==> config.mk <==
export PLATFORM = sky130hd
export DESIGN_NAME = serial_line_buffer_with_echo
export DESIGN_NICKNAME = d
export VERILOG_FILES = /design/src/slbe_pkg.sv /design/src/serial_line_buffer_with_echo.sv /design/src/slbe_ram.sv /design/src/slbe_front.sv /design/src/slbe_back.sv
export SDC_FILE = /design/constraint.sdc
export NUM_CORES = 1
export LEC_CHECK = 0
export ABC_AREA = 1
export BUFFER_PORTS_ARGS = -buffer_cell sky130_fd_sc_hd__buf_2
export CAP_MARGIN = 20
export CORE_MARGIN = 2
export CORE_UTILIZATION = 60
export CTS_BUF_LIST = sky130_fd_sc_hd__clkbuf_2
export CTS_CLUSTER_SIZE = 14
export DETAILED_ROUTE_END_ITERATION = 8
export PLACE_DENSITY = 0.82
export SLEW_MARGIN = 10
export SYNTH_ARGS = -nofsm -noshare
export SYNTH_HDL_FRONTEND = slang
export SYNTH_SLANG_ARGS = --single-unit
==> constraint.sdc <==
create_clock -name clk_i -period 7.9 [get_ports clk_i]
set_input_delay 0.395 -clock clk_i [delete_from_list [all_inputs] [get_ports clk_i]]
set_output_delay 0.395 -clock clk_i [all_outputs]
set_load 0.01 [all_outputs]
==> src/slbe_pkg.sv <==
`timescale 1ns / 1ps

package slbe_pkg;

  localparam logic [1:0] KIND_ECHO      = 2'd0;
  localparam logic [1:0] KIND_LINE_BYTE = 2'd1;
  localparam logic [1:0] KIND_LINE_END  = 2'd2;
  localparam logic [1:0] KIND_NO_LINE   = 2'd3;

  localparam logic [7:0] CHAR_CR    = 8'h0d;
  localparam logic [7:0] CHAR_LF    = 8'h0a;
  localparam logic [7:0] CHAR_SPACE = 8'h20;

  typedef struct packed {
    logic       is_read;
    logic [7:0] data;
  } op_t;

endpackage

==> src/serial_line_buffer_with_echo.sv <==
// A command, CR, LF, space, digit or lowercase byte enters a two-entry queue (CR as LF);
// the sequencer takes it when idle. A byte is stored while the ring has room, the last
// slot kept for LF; a read-line request echoes each byte not yet echoed (LF as CR, LF),
// then gives a no-line result if no line is buffered, else the line bytes and an end result.
// The ring memory has one registered read port, so each byte step passes a wait state.
// Reset clears the pointers, counts, queue and output valid; ring contents stay undefined.
`timescale 1ns / 1ps

module serial_line_buffer_with_echo
  import slbe_pkg::*;
#(
  parameter int RING_DEPTH = 16
) (
  input  logic       clk_i,
  input  logic       rst_ni,
  input  logic       in_valid_i,
  output logic       in_ready_o,
  input  logic       command_i,
  input  logic [7:0] rx_byte_i,
  output logic       out_valid_o,
  input  logic       out_ready_i,
  output logic [1:0] kind_o,
  output logic [7:0] out_byte_o,
  output logic       last_o
);

  logic op_valid;
  op_t  op;
  logic op_pop;

  slbe_front u_front (
    .clk_i     (clk_i),
    .rst_ni    (rst_ni),
    .in_valid_i(in_valid_i),
    .in_ready_o(in_ready_o),
    .command_i (command_i),
    .rx_byte_i (rx_byte_i),
    .op_valid_o(op_valid),
    .op_o      (op),
    .op_pop_i  (op_pop)
  );

  slbe_back #(
    .RING_DEPTH(RING_DEPTH)
  ) u_back (
    .clk_i      (clk_i),
    .rst_ni     (rst_ni),
    .op_valid_i (op_valid),
    .op_i       (op),
    .op_pop_o   (op_pop),
    .out_valid_o(out_valid_o),
    .out_ready_i(out_ready_i),
    .kind_o     (kind_o),
    .out_byte_o (out_byte_o),
    .last_o     (last_o)
  );

endmodule

==> src/slbe_ram.sv <==
`timescale 1ns / 1ps

module slbe_ram #(
  parameter int WIDTH = 8,
  parameter int DEPTH = 16
) (
  input  logic                     clk_i,
  input  logic                     wr_en_i,
  input  logic [$clog2(DEPTH)-1:0] wr_addr_i,
  input  logic [WIDTH-1:0]         wr_data_i,
  input  logic [$clog2(DEPTH)-1:0] rd_addr_i,
  output logic [WIDTH-1:0]         rd_data_o
);

  logic [WIDTH-1:0] mem_q [DEPTH];
  logic [WIDTH-1:0] rd_data_q;

  always_ff @(posedge clk_i) begin
    if (wr_en_i) begin
      mem_q[wr_addr_i] <= wr_data_i;
    end
    rd_data_q <= mem_q[rd_addr_i];
  end

  assign rd_data_o = rd_data_q;

endmodule

==> src/slbe_front.sv <==
`timescale 1ns / 1ps

module slbe_front
  import slbe_pkg::*;
(
  input  logic clk_i,
  input  logic rst_ni,
  input  logic in_valid_i,
  output logic in_ready_o,
  input  logic command_i,
  input  logic [7:0] rx_byte_i,
  output logic op_valid_o,
  output op_t  op_o,
  input  logic op_pop_i
);

  op_t        entry_q [2];
  logic       wr_ptr_q, wr_ptr_d;
  logic       rd_ptr_q, rd_ptr_d;
  logic [1:0] cnt_q, cnt_d;
  logic       keep;
  logic       push;
  op_t        new_op;

  always_comb begin
    keep = command_i || (rx_byte_i == CHAR_CR) || (rx_byte_i == CHAR_LF) ||
           (rx_byte_i == CHAR_SPACE) ||
           (rx_byte_i >= 8'h30 && rx_byte_i <= 8'h39) ||
           (rx_byte_i >= 8'h61 && rx_byte_i <= 8'h7a);
    new_op.is_read = command_i;
    new_op.data    = (rx_byte_i == CHAR_CR) ? CHAR_LF : rx_byte_i;
  end

  assign in_ready_o = (cnt_q != 2'd2);
  assign push       = in_valid_i && in_ready_o && keep;
  assign op_valid_o = (cnt_q != 2'd0);
  assign op_o       = entry_q[rd_ptr_q];

  always_comb begin
    wr_ptr_d = wr_ptr_q;
    rd_ptr_d = rd_ptr_q;
    cnt_d    = cnt_q;
    if (push) begin
      wr_ptr_d = ~wr_ptr_q;
    end
    if (op_pop_i) begin
      rd_ptr_d = ~rd_ptr_q;
    end
    if (push && !op_pop_i) begin
      cnt_d = cnt_q + 2'd1;
    end else if (!push && op_pop_i) begin
      cnt_d = cnt_q - 2'd1;
    end
  end

  always_ff @(posedge clk_i or negedge rst_ni) begin
    if (!rst_ni) begin
      wr_ptr_q <= 1'b0;
      rd_ptr_q <= 1'b0;
      cnt_q    <= 2'd0;
    end else begin
      wr_ptr_q <= wr_ptr_d;
      rd_ptr_q <= rd_ptr_d;
      cnt_q    <= cnt_d;
    end
  end

  always_ff @(posedge clk_i) begin
    if (push) begin
      entry_q[wr_ptr_q] <= new_op;
    end
  end

endmodule

==> src/slbe_back.sv <==
`timescale 1ns / 1ps

module slbe_back
  import slbe_pkg::*;
#(
  parameter int RING_DEPTH = 16
) (
  input  logic       clk_i,
  input  logic       rst_ni,
  input  logic       op_valid_i,
  input  op_t        op_i,
  output logic       op_pop_o,
  output logic       out_valid_o,
  input  logic       out_ready_i,
  output logic [1:0] kind_o,
  output logic [7:0] out_byte_o,
  output logic       last_o
);

  localparam int PW = $clog2(RING_DEPTH);
  localparam int CW = PW + 1;
  localparam logic [CW-1:0] DepthW  = CW'(RING_DEPTH);
  localparam logic [CW-1:0] DepthM1 = CW'(RING_DEPTH - 1);
  localparam logic [CW-1:0] DepthM2 = CW'(RING_DEPTH - 2);
  localparam logic [PW-1:0] PtrMax  = PW'(RING_DEPTH - 1);

  localparam logic [2:0] ST_IDLE  = 3'd0;
  localparam logic [2:0] ST_ECHK  = 3'd1;
  localparam logic [2:0] ST_EOUT  = 3'd2;
  localparam logic [2:0] ST_LCHK  = 3'd3;
  localparam logic [2:0] ST_LOUT  = 3'd4;
  localparam logic [2:0] ST_LWAIT = 3'd5;
  localparam logic [2:0] ST_LEND  = 3'd6;

  logic [2:0]    state_q, state_d;
  logic [PW-1:0] read_ptr_q, read_ptr_d;
  logic [PW-1:0] echo_ptr_q, echo_ptr_d;
  logic [CW-1:0] count_q, count_d;
  logic [CW-1:0] lf_cnt_q, lf_cnt_d;
  logic [CW-1:0] pend_q, pend_d;
  logic          cr_sent_q, cr_sent_d;
  logic          out_valid_q, out_valid_d;
  logic [1:0]    kind_q, kind_d;
  logic [7:0]    byte_q, byte_d;
  logic          last_q, last_d;
  logic          emit_ok;
  logic          emit;
  logic          wr_en;
  logic [CW-1:0] wr_sum;
  logic [PW-1:0] wr_addr;
  logic [CW-1:0] ahead;
  logic [CW-1:0] pend_new;
  logic [PW-1:0] rd_addr;
  logic [7:0]    rd_data;

  function automatic logic [PW-1:0] ptr_inc(input logic [PW-1:0] p);
    ptr_inc = (p == PtrMax) ? '0 : p + PW'(1);
  endfunction

  always_comb begin
    wr_sum  = {1'b0, read_ptr_q} + count_q;
    wr_addr = (wr_sum >= DepthW) ? PW'(wr_sum - DepthW) : PW'(wr_sum);
    if (echo_ptr_q >= read_ptr_q) begin
      ahead = {1'b0, echo_ptr_q} - {1'b0, read_ptr_q};
    end else begin
      ahead = {1'b0, echo_ptr_q} + DepthW - {1'b0, read_ptr_q};
    end
    pend_new = (ahead <= count_q) ? count_q - ahead : '0;
    rd_addr  = (state_q == ST_ECHK || state_q == ST_EOUT) ? echo_ptr_q : read_ptr_q;
  end

  slbe_ram #(
    .WIDTH(8),
    .DEPTH(RING_DEPTH)
  ) u_ring (
    .clk_i    (clk_i),
    .wr_en_i  (wr_en),
    .wr_addr_i(wr_addr),
    .wr_data_i(op_i.data),
    .rd_addr_i(rd_addr),
    .rd_data_o(rd_data)
  );

  assign emit_ok = !out_valid_q || out_ready_i;

  always_comb begin
    state_d    = state_q;
    read_ptr_d = read_ptr_q;
    echo_ptr_d = echo_ptr_q;
    count_d    = count_q;
    lf_cnt_d   = lf_cnt_q;
    pend_d     = pend_q;
    cr_sent_d  = cr_sent_q;
    op_pop_o   = 1'b0;
    wr_en      = 1'b0;
    emit       = 1'b0;
    kind_d     = kind_q;
    byte_d     = byte_q;
    last_d     = last_q;
    case (state_q)
      ST_IDLE: begin
        if (op_valid_i) begin
          op_pop_o = 1'b1;
          if (op_i.is_read) begin
            pend_d  = pend_new;
            state_d = ST_ECHK;
          end else if (count_q < DepthM1 &&
                       !(count_q == DepthM2 && op_i.data != CHAR_LF)) begin
            wr_en   = 1'b1;
            count_d = count_q + CW'(1);
            if (op_i.data == CHAR_LF) begin
              lf_cnt_d = lf_cnt_q + CW'(1);
            end
          end
        end
      end
      ST_ECHK: begin
        state_d = (pend_q == '0) ? ST_LCHK : ST_EOUT;
      end
      ST_EOUT: begin
        if (emit_ok) begin
          emit   = 1'b1;
          kind_d = KIND_ECHO;
          last_d = 1'b0;
          if (rd_data == CHAR_LF && !cr_sent_q) begin
            byte_d    = CHAR_CR;
            cr_sent_d = 1'b1;
          end else begin
            byte_d     = rd_data;
            cr_sent_d  = 1'b0;
            echo_ptr_d = ptr_inc(echo_ptr_q);
            pend_d     = pend_q - CW'(1);
            state_d    = ST_ECHK;
          end
        end
      end
      ST_LCHK: begin
        if (lf_cnt_q == '0) begin
          if (emit_ok) begin
            emit    = 1'b1;
            kind_d  = KIND_NO_LINE;
            byte_d  = 8'h00;
            last_d  = 1'b1;
            state_d = ST_IDLE;
          end
        end else begin
          state_d = ST_LOUT;
        end
      end
      ST_LOUT: begin
        if (rd_data == CHAR_LF) begin
          read_ptr_d = ptr_inc(read_ptr_q);
          count_d    = count_q - CW'(1);
          lf_cnt_d   = lf_cnt_q - CW'(1);
          state_d    = ST_LEND;
        end else if (rd_data >= CHAR_SPACE) begin
          if (emit_ok) begin
            emit       = 1'b1;
            kind_d     = KIND_LINE_BYTE;
            byte_d     = rd_data;
            last_d     = 1'b0;
            read_ptr_d = ptr_inc(read_ptr_q);
            count_d    = count_q - CW'(1);
            state_d    = ST_LWAIT;
          end
        end else begin
          read_ptr_d = ptr_inc(read_ptr_q);
          count_d    = count_q - CW'(1);
          state_d    = ST_LWAIT;
        end
      end
      ST_LWAIT: begin
        state_d = ST_LOUT;
      end
      ST_LEND: begin
        if (emit_ok) begin
          emit    = 1'b1;
          kind_d  = KIND_LINE_END;
          byte_d  = 8'h00;
          last_d  = 1'b1;
          state_d = ST_IDLE;
        end
      end
      default: begin
        state_d = ST_IDLE;
      end
    endcase
    out_valid_d = emit || (out_valid_q && !out_ready_i);
  end

  always_ff @(posedge clk_i or negedge rst_ni) begin
    if (!rst_ni) begin
      state_q     <= ST_IDLE;
      read_ptr_q  <= '0;
      echo_ptr_q  <= '0;
      count_q     <= '0;
      lf_cnt_q    <= '0;
      pend_q      <= '0;
      cr_sent_q   <= 1'b0;
      out_valid_q <= 1'b0;
    end else begin
      state_q     <= state_d;
      read_ptr_q  <= read_ptr_d;
      echo_ptr_q  <= echo_ptr_d;
      count_q     <= count_d;
      lf_cnt_q    <= lf_cnt_d;
      pend_q      <= pend_d;
      cr_sent_q   <= cr_sent_d;
      out_valid_q <= out_valid_d;
    end
  end

  always_ff @(posedge clk_i) begin
    kind_q <= kind_d;
    byte_q <= byte_d;
    last_q <= last_d;
  end

  assign out_valid_o = out_valid_q;
  assign kind_o      = kind_q;
  assign out_byte_o  = byte_q;
  assign last_o      = last_q;

endmodule
==> flow_summary.json <==
{
  "outcome": "finished, final reports clean",
  "clk_pin_slew_ps": 250,
  "clock_sinks": 197,
  "irDropWorstVdd_mv": 0.247,
  "dr_wl_met3_um": 1430,
  "root_buffer": "clkbuf_2",
  "r2r_cells": 11,
  "rsz0062_at_grt": "no",
  "drtPass1Iterations": 6,
  "drtIter0Drc": 681,
  "highest_layer": "met4",
  "switchingPower_mw": 2.13,
  "diodes": 0,
  "setup_ws_ps": 4810,
  "synthFlopType": "edfxtp_1",
  "dpl.hpwl_um": 13900,
  "io_pins": 26,
  "post-route-drc-count": 0,
  "hold_viol": 0,
  "power_mw": 4.42,
  "comb_power_share": 0.548,
  "layout-drive-gt1-share": 0.0754,
  "area_growth_pct": 5.91,
  "critPathMaxFanout": 18,
  "clock_power_share": 0.098,
  "syn_inst": 1045,
  "portBuffers": 25,
  "setup_violations": 0,
  "cts_max_level": 4,
  "gp_congestion": 0.942,
  "num_vias": 6973,
  "ys_seq_elements": 197,
  "worst-path-buf-inv": 1,
  "p_int_mw": 2.29,
  "cpMaxStageDelayCell": "nor2_1",
  "hold_path_depth": 5,
  "grt_pass1_vias": 6744,
  "synth_edf_count": 157,
  "final_core_util": 0.649,
  "postRouteAntennaNets": 0,
  "avgRoutedWirePerCell_um": 15.5,
  "synthSimpleGateAreaFrac": 0.218,
  "path_common_cell": "nand2_1",
  "post-route-min-period_ps": 3090,
  "avgSynthCellArea_um2": 9.32,
  "grt_first_pass_wirelength_um": 33200,
  "fmaxAchievable_ghz": 0.324,
  "clk_path_buf_depth": 2,
  "grtUsageTotal": 0.244,
  "ys_top_cells_by_count": "nand2_1, inv_1, edfxtp_1, nand3_1, nor2_1",
  "max_slew_margin": 0.310,
  "critical_path_cell_count": 11,
  "syn_area_um2": 9740,
  "synth_mux_area_frac": 0,
  "tightest_slew_ps": 1030,
  "synth_compound_area_frac": 0.0344,
  "syn-num-nets": 1086,
  "cp_cell_sequence": "inv_2, nand2_1, nand2_1, nand2_1, nor2_1, nand2_1, nand2_1, nand2_2, nor2_4, nand3_1, nor2_1",
  "leakage_nw": 4.73,
  "ys_top_cells_by_area": "edfxtp_1, nand2_1, inv_1",
  "dieArea_um2": 17300,
  "drv_cap": 0,
  "tritoncts": "built",
  "worstPathArrival_ps": 3560,
  "cts_made_buffers": 17,
  "ys_seq_area_frac": 0.583,
  "yosysMostFrequentCell": "nand2_1",
  "ys_types": 36,
  "critPathTopFamily": "simple AND/OR/NAND/NOR gates",
  "synth_top_area_share": 0.484,
  "die_w_um": 131,
  "synth_top_family_by_area": "simple AND/OR/NAND/NOR gates",
  "critical_path_class": "flip-flop to flip-flop",
  "die_y_um": 131,
  "initial_core_util": 0.613,
  "swShare": 0.482,
  "critPathLaunchType": "flip-flop",
  "antenna_found_initial": 0,
  "post_cts_buffers": 0,
  "insertion_delay_ps": 800,
  "stdcell_area_um2": 10300,
  "seq_power_share": 0.353,
  "period_share": 0.391,
  "routed_via_density": 5.35,
  "met1Wirelength_um": 8540,
  "layout.nets": 1116,
  "core_um2": 15900,
  "required_ps": 8370,
  "place_area_um2": 9980,
  "hold_ws_ps": 65.4,
  "synth_fa_ha_area_frac": 0.0398,
  "slew_violations": 0,
  "dpl_worst_slack_ps": 4870,
  "yosysWarningCount": 0,
  "layout.cells.non_filler": 1304,
  "critPathMaxStageDelay_ps": 620,
  "powerDensity_nw_per_um2": 428,
  "met2_wirelength_um": 9830,
  "endpoint_kind": "flip-flop",
  "drt_wl_total_um": 20200,
  "synth_xor_area_frac": 0.0225,
  "hp-class": "input pin to flip-flop",
  "async_reset_ff_frac": 0.162,
  "placed_cells": 1260,
  "fin_setup_tns_ps": 0,
  "grt_overflow": 0,
  "rows": 46,
  "synth_top_area_cell": "edfxtp_1",
  "finalClockSkew_ps": 41.0,
  "grt_max_degree": 60
}
[layout make-up]
class	count	area (um^2)
clock buffer	20	100
multi-input combinational	598	3060
sequential	197	5680
clock inverter	12	97.6
inverter	221	830
tap	216	270
fill	1291	5570
timing repair buffer	40	278
[power by group through the flow]
stage / Sequential (mW) / Combinational, mW / Clock [mW]
after floorplan: 1.55 / 1.81 / 0
after global placement: 1.58 / 2.31 / 0
after detailed placement: 1.58 / 2.37 / 0
after CTS: 1.56 / 2.39 / 0.443
after global routing: 1.58 / 2.72 / 0.477
final: 1.56 / 2.42 / 0.435
[tightest hold or removal path: stages]
cell and delay, ps:
buf_2 90, a21boi_0 110, nand2_1 110, nand2_1 60
nand2_1 60
[final timing paths]
kind | from | to | slack [ps]
min in group asynchronous | rst_ni | u_back.pend_q[3] | 140
max | u_front.rd_ptr_q | u_back.u_ring.mem_q[3][4] | 4810
max in group asynchronous | rst_ni | u_front.cnt_q[0] | 7260
min reg2reg | u_front.cnt_q[0] | u_front.cnt_q[0] | 490
max reg2reg | u_front.rd_ptr_q | u_back.u_ring.mem_q[3][4] | 4810
min | in_valid_i | u_front.wr_ptr_q | 70
[cells in the final DEF (no fill, tap or decap), types with 7 or more instances in the layout]
| cell | Yosys | final |
|---|---|---|
| xor2_1 | 14 | 14 |
| nand2_1 | 239 | 239 |
| nand2_2 | 7 | 7 |
| xnor2_1 | 11 | 11 |
| inv_1 | 217 | 217 |
| a21oi_1 | 18 | 18 |
| clkbuf_2 | 0 | 20 |
| dfrtp_1 | 32 | 32 |
| dfxtp_1 | 8 | 8 |
| nor3_1 | 8 | 8 |
| dlygate4sd3_1 | 0 | 11 |
| nand3_1 | 154 | 154 |
| nor2_1 | 59 | 59 |
| buf_2 | 16 | 25 |
| edfxtp_1 | 157 | 157 |
| o21ai_0 | 31 | 31 |
| ha_1 | 23 | 23 |
[flip-flops by register name, indices dropped and copies added, names as in the netlist]
register and cells:
u_back.last_o 1, u_back.out_valid_o 1, u_back.cr_sent_q 1, u_back.read_ptr_q 4, u_back.count_q 5, u_back.u_ring.mem_q 128
u_back.u_ring.rd_data_o 8, u_front.entry_q 18, u_back.state_q 3, u_front.cnt_q 2, u_front.wr_ptr_q 1, u_back.pend_q 5
u_back.kind_o 2, u_back.lf_cnt_q 5, u_back.out_byte_o 8, u_back.echo_ptr_q 4, u_front.rd_ptr_q 1
[kinds of logic (layout without fill, tap and decap cells)]
logic type,after synthesis,in the layout
and+or+nand+nor,483,483
buffers and inverters,250,293
DFF,197,197
AOI/OAI and AO/OA,62,62
adders and majority gates,28,28
xor gates and xnor gates,25,25
[what timing repair did]
item,CTS,global route
endpoints found under the hold margin,52,0
gates resized for setup,0,0
hold buffers,11,0
[metal layers]
layer | vias to the layer above | global-route usage
li1 | 3399 | -
met1 | 3261 | 0.326
met2 | 269 | 0.406
met3 | 44 | 0.0432
met4 | 0 | 0.0882
met5 | - | 0
No activity file was read; power rests on OpenSTA's default activity.
